## config.mk

```make
export PLATFORM = sky130hd
export DESIGN_NAME = ffba_ram
export DESIGN_NICKNAME = d
export VERILOG_FILES = /design/src/hdl/ffba_ram.sv
export SDC_FILE = /design/constraint.sdc
export NUM_CORES = 1
export LEC_CHECK = 0
export ABC_AREA = 1
export BUFFER_PORTS_ARGS = -buffer_cell sky130_fd_sc_hd__buf_4
export CAP_MARGIN = 15
export CORE_UTILIZATION = 50
export CTS_BUF_LIST = sky130_fd_sc_hd__clkbuf_8
export DETAILED_ROUTE_END_ITERATION = 8
export PLACE_DENSITY_LB_ADDON = 0.2
export SYNTH_ARGS = -nofsm -noshare
export SYNTH_HDL_FRONTEND = slang
export SYNTH_SLANG_ARGS = --single-unit
```

## constraint.sdc

```tcl
create_clock -name clk -period 3.7 [get_ports clk]
set_input_delay 0.555 -clock clk [delete_from_list [all_inputs] [get_ports clk]]
set_output_delay 0.555 -clock clk [all_outputs]
set_load 0.05 [all_outputs]
```

## src/hdl/ffba_ram.sv

```systemverilog
// ----------------------------------------------------------------------------
// ffba_ram
// Generic single-port-write, single-port-read RAM with registered read data.
// A read of the address being written returns the old contents.
// ----------------------------------------------------------------------------
`default_nettype none

module ffba_ram #(
	parameter int WIDTH = 8,
	parameter int DEPTH = 64
) (
	input  wire logic                     clk,
	input  wire logic                     we,
	input  wire logic [$clog2(DEPTH)-1:0] waddr,
	input  wire logic [WIDTH-1:0]         wdata,
	input  wire logic [$clog2(DEPTH)-1:0] raddr,
	output logic      [WIDTH-1:0]         rdata
);

	logic [WIDTH-1:0] mem_q [DEPTH];
	logic [WIDTH-1:0] rdata_q;

	always_ff @(posedge clk) begin
		if (we) begin
			mem_q[waddr] <= wdata;
		end
		rdata_q <= mem_q[raddr];
	end

	assign rdata = rdata_q;

endmodule

`default_nettype wire

```

# ---- Word level (Yosys, flattened, before mapping)
# Memory sizes are Yosys's and may differ from the RTL's. A register that Yosys moved wholly into a read port is not among the register bits.
# Cells that the tools add are included.
dict set report word_totals {
  memories 1
  elab_cells 3
  ram_bits 512
  register_bits 0
  out_inout_bits 8
  in_bits 22
}
# name words word_bits read_ports rd_ports_with_merged_regs wr line
set mem_list {}
lappend mem_list {mem_q 64 8 1 1 1 20} ;# logic [WIDTH-1:0] mem_q [DEPTH];
dict set report op_classes {
  mux 2
}
# operator n
set op_table {}
lappend op_table {{2-to-1 mux 1 bit} 2}

# ---- Longest topological paths before layout
dict set report logic_depth {
  word_depth 2
  ltp_mapped 12
  depth_no_buf 9
}

# ---- Least setup slack after synthesis
# No wires, ideal clock.
dict set report synth_path {
  path_kind {input -> register}
  start {input port we}
  end {memory mem_q[48][0], enable pin}
  setup_time_ns 0.395
  required_ns 3.305
  path_slack_ns 1.379
  n_path_buf 1
  arrival_time_ns 1.926
  stages 3
  cell_sequence {clkbuf_1 -> nand4_1 -> nor4_1}
}
dict set report synth_between {
  elab_chain_len 2
}
# element line
set synth_lines {}
lappend synth_lines {{start, declared} 13} ;# input wire logic we,
lappend synth_lines {{2-to-1 mux 1 bit} 24} ;# if (we) begin
lappend synth_lines {{2-to-1 mux 1 bit (implied by the code)} 25} ;# mem_q[waddr] <= wdata;
lappend synth_lines {{end, declared} 20}
# No other way between the ends.

==> flow_metrics.tcl <==
set metrics [dict create \
    status "completed" \
    synth_top_area_share 0.7205 \
    die_w_um 208.6 \
    crit_type "input pin to flop" \
    grt_max_degree 159 \
    grt_overflow 0 \
    grt_pass1_vias 13240 \
    timing.fmax_ghz 0.4620 \
    final_period_minus_worst_setup_slack_ns 2.165 \
    ir_worst_vdd_uv 337.7 \
    die_area_mm2 0.04351 \
    tritoncts "built" \
    dr_total_vias 13860 \
    synthTopCellsByCount "nand2_1 (648), edfxtp_1 (512), nand3_1 (439)" \
    ff2ff_setup_slack_ns 2.27 \
    n_antenna_cell 0 \
    hold_viol_final 0 \
    min_path_type "input pin to flop" \
    cts_root_buf "clkbuf_8" \
    grt_pass1_wl_um 80520 \
    gp_congestion 0.8369 \
    start_kind "input pin" \
    dp_hpwl_um 29220 \
    holdBufCountCts 0 \
    synthArstFlopShare 0 \
    syn_area_mm2 0.02134 \
    antenna_found_initial 0 \
    rsz0062_at_grt "no" \
    ys_seq_elements 520 \
    portBuffers 29 \
    synth.most_common_cell "nand2_1" \
    syn-num-nets 1827 \
    slew_headroom 0.3867 \
    setup_viol 0 \
    synth_edf_count 512 \
    p_switching_w 0.002782 \
    ys.flop_type "edfxtp_1" \
    cp-end-kind "flop" \
    cts_buffers 83 \
    initial_core_util 0.5076 \
    yosysTopAreaCell "edfxtp_1" \
    final-max-slew-violation-count 0 \
    synth_warnings 0 \
    fin_crit_sh 0.5851 \
    num_rows 75 \
    required_ns 4.27 \
    drive_gt1_frac 0.09553 \
    internal_power_w 0.008881 \
    final.setup.tns_ns 0 \
    synth.area.top_cells "edfxtp_1 (72%), nand2_1 (11%), nand3_1 (10%)" \
    ys_seq_area_frac 0.7280 \
    nets 1885 \
    vias_per_cell 5.623 \
    clock_latency_ns 0.64 \
    wl_per_cell_um 21.50 \
    htree_levels 3 \
    io_pins 30 \
    die_h_um 208.6 \
    critPathMaxFanout 87 \
    pre_cts_slack_ns 0.8899 \
    fin_ws_ns 1.535 \
    combPwrFrac 0.068 \
    netSwitchingFraction 0.2385 \
    drtIter0Drc 1352 \
    tightest_slew_ns 0.9172 \
    cts_resized 0 \
    syn_inst 1805 \
    final_antenna_net_count 0 \
    core_area_mm2 0.04204 \
    totalWireLength_um 53000 \
    drv_cap 0 \
    syn_area_per_cell_um2 11.82 \
    clock_sinks 520 \
    clkTransAtPathRegs_ns 0.06 \
    power_density_mw_per_mm2 498.7 \
    p_seq_frac 0.561 \
    drc 0 \
    area_delta_synth_final_pct 9.604 \
    synth_cell_types 16 \
    grt_use_total 0.2486 \
    cts_setup_buffers 0 \
    critPathArrivalTime_ns 2.73 \
    clockBufferDepth 3 \
    first_pass_iters 5 \
    fin_skew_ns 0.02766 \
    p_leak_nw 8.571 \
    n_fill_cell 3604 \
    clockPowerShare 0.371 \
]
-- cell type report --
cell class              instances  area [um^2]  share of cell area
repair buffers                 86        739.5             0.03162
multi-input cells            1160         4946              0.2115
flip-flops and latches        520        15530              0.6642
clock buffers                  87         1197             0.05120
inverters                      12        52.55            0.002247
well taps                     539        674.4             0.02883
clock inverters                61        244.0             0.01043
-- per-layer routing --
layer,GRT usage,vias up,part of all wire
met4,0.09178,0,0.031
met1,0.3540,6769,0.44
met2,0.3855,517,0.47
met5,0,-,0
met3,0.04448,101,0.065
li1,-,6474,-
-- per-stage QoR --
stage | power [W] | std cells | utilization | hold WS, ns | cell area, um^2
2_1_floorplan | 0.007154 | 1805 | - | 0.6539 | 21340
3_3_place_gp | 0.007452 | 2317 | 0.5221 | 0.8078 | 21950
3_5_place_dp | 0.007461 | 2317 | 0.5221 | 0.8105 | 21950
4_1_cts | 0.01175 | 2465 | 0.5563 | 0.2671 | 23390
5_1_grt | 0.01207 | 2465 | 0.5563 | 0.2987 | 23390
6_report | 0.01166 | 2465 | 0.5563 | 0.3099 | 23390
-- registers in the layout, indices dropped and copies added (netlist names) --
name,cells
rdata,8
mem_q,512
-- worst paths after layout --
| path | startpoint | end | cells past startpoint |
|---|---|---|---|
| max reg2reg | mem_q[18][2]$_DFFE_PP_ | rdata[2]$_DFF_P_ | 8 |
| min reg2reg | mem_q[6][0]$_DFFE_PP_ | rdata[0]$_DFF_P_ | 8 |
| min | raddr[5] | rdata[7]$_DFF_P_ | 3 |
| max | raddr[0] | rdata[0]$_DFF_P_ | 11 |
-- power by group through the flow --
stage | Clock, W | Sequential, W | Combinational, W
floorplan | 0 | 0.00670 | 0.000458
global placement | 0 | 0.00666 | 0.000788
detailed placement | 0 | 0.00666 | 0.000797
CTS | 0.00441 | 0.00654 | 0.000799
global route | 0.00466 | 0.00654 | 0.000867
finish | 0.00433 | 0.00654 | 0.000795
-- layout by cell type (no fill, tap or decap), drive strengths merged --
master / count
clkinv: 27
edfxtp: 512
nand3: 439
nand4: 9
nor4: 8
nand2: 648
dfxtp: 8
clkbuf: 88
nor2: 56
buf: 85
inv: 44
clkinvlp: 2
-- critical path, cell delays in order --
cell and delay [ns]:
clkbuf_8 0.23, inv_6 0.61, buf_12 0.33, nand2_1 0.09
nand3_1 0.08, nand3_1 0.12, nand2_1 0.10, nand2_1 0.05
nand3_1 0.15, nand3_1 0.21, nand2_1 0.10
-- cell families (layout without fill, tap and decap cells) --
kind of cell           Yosys count  count (layout)  share of synthesized area
buffers and inverters          125             246                    0.04022
DFF                            520             520                     0.7280
and+or+nand+nor               1160            1160                     0.2318
No activity file was read; power rests on OpenSTA's default activity.
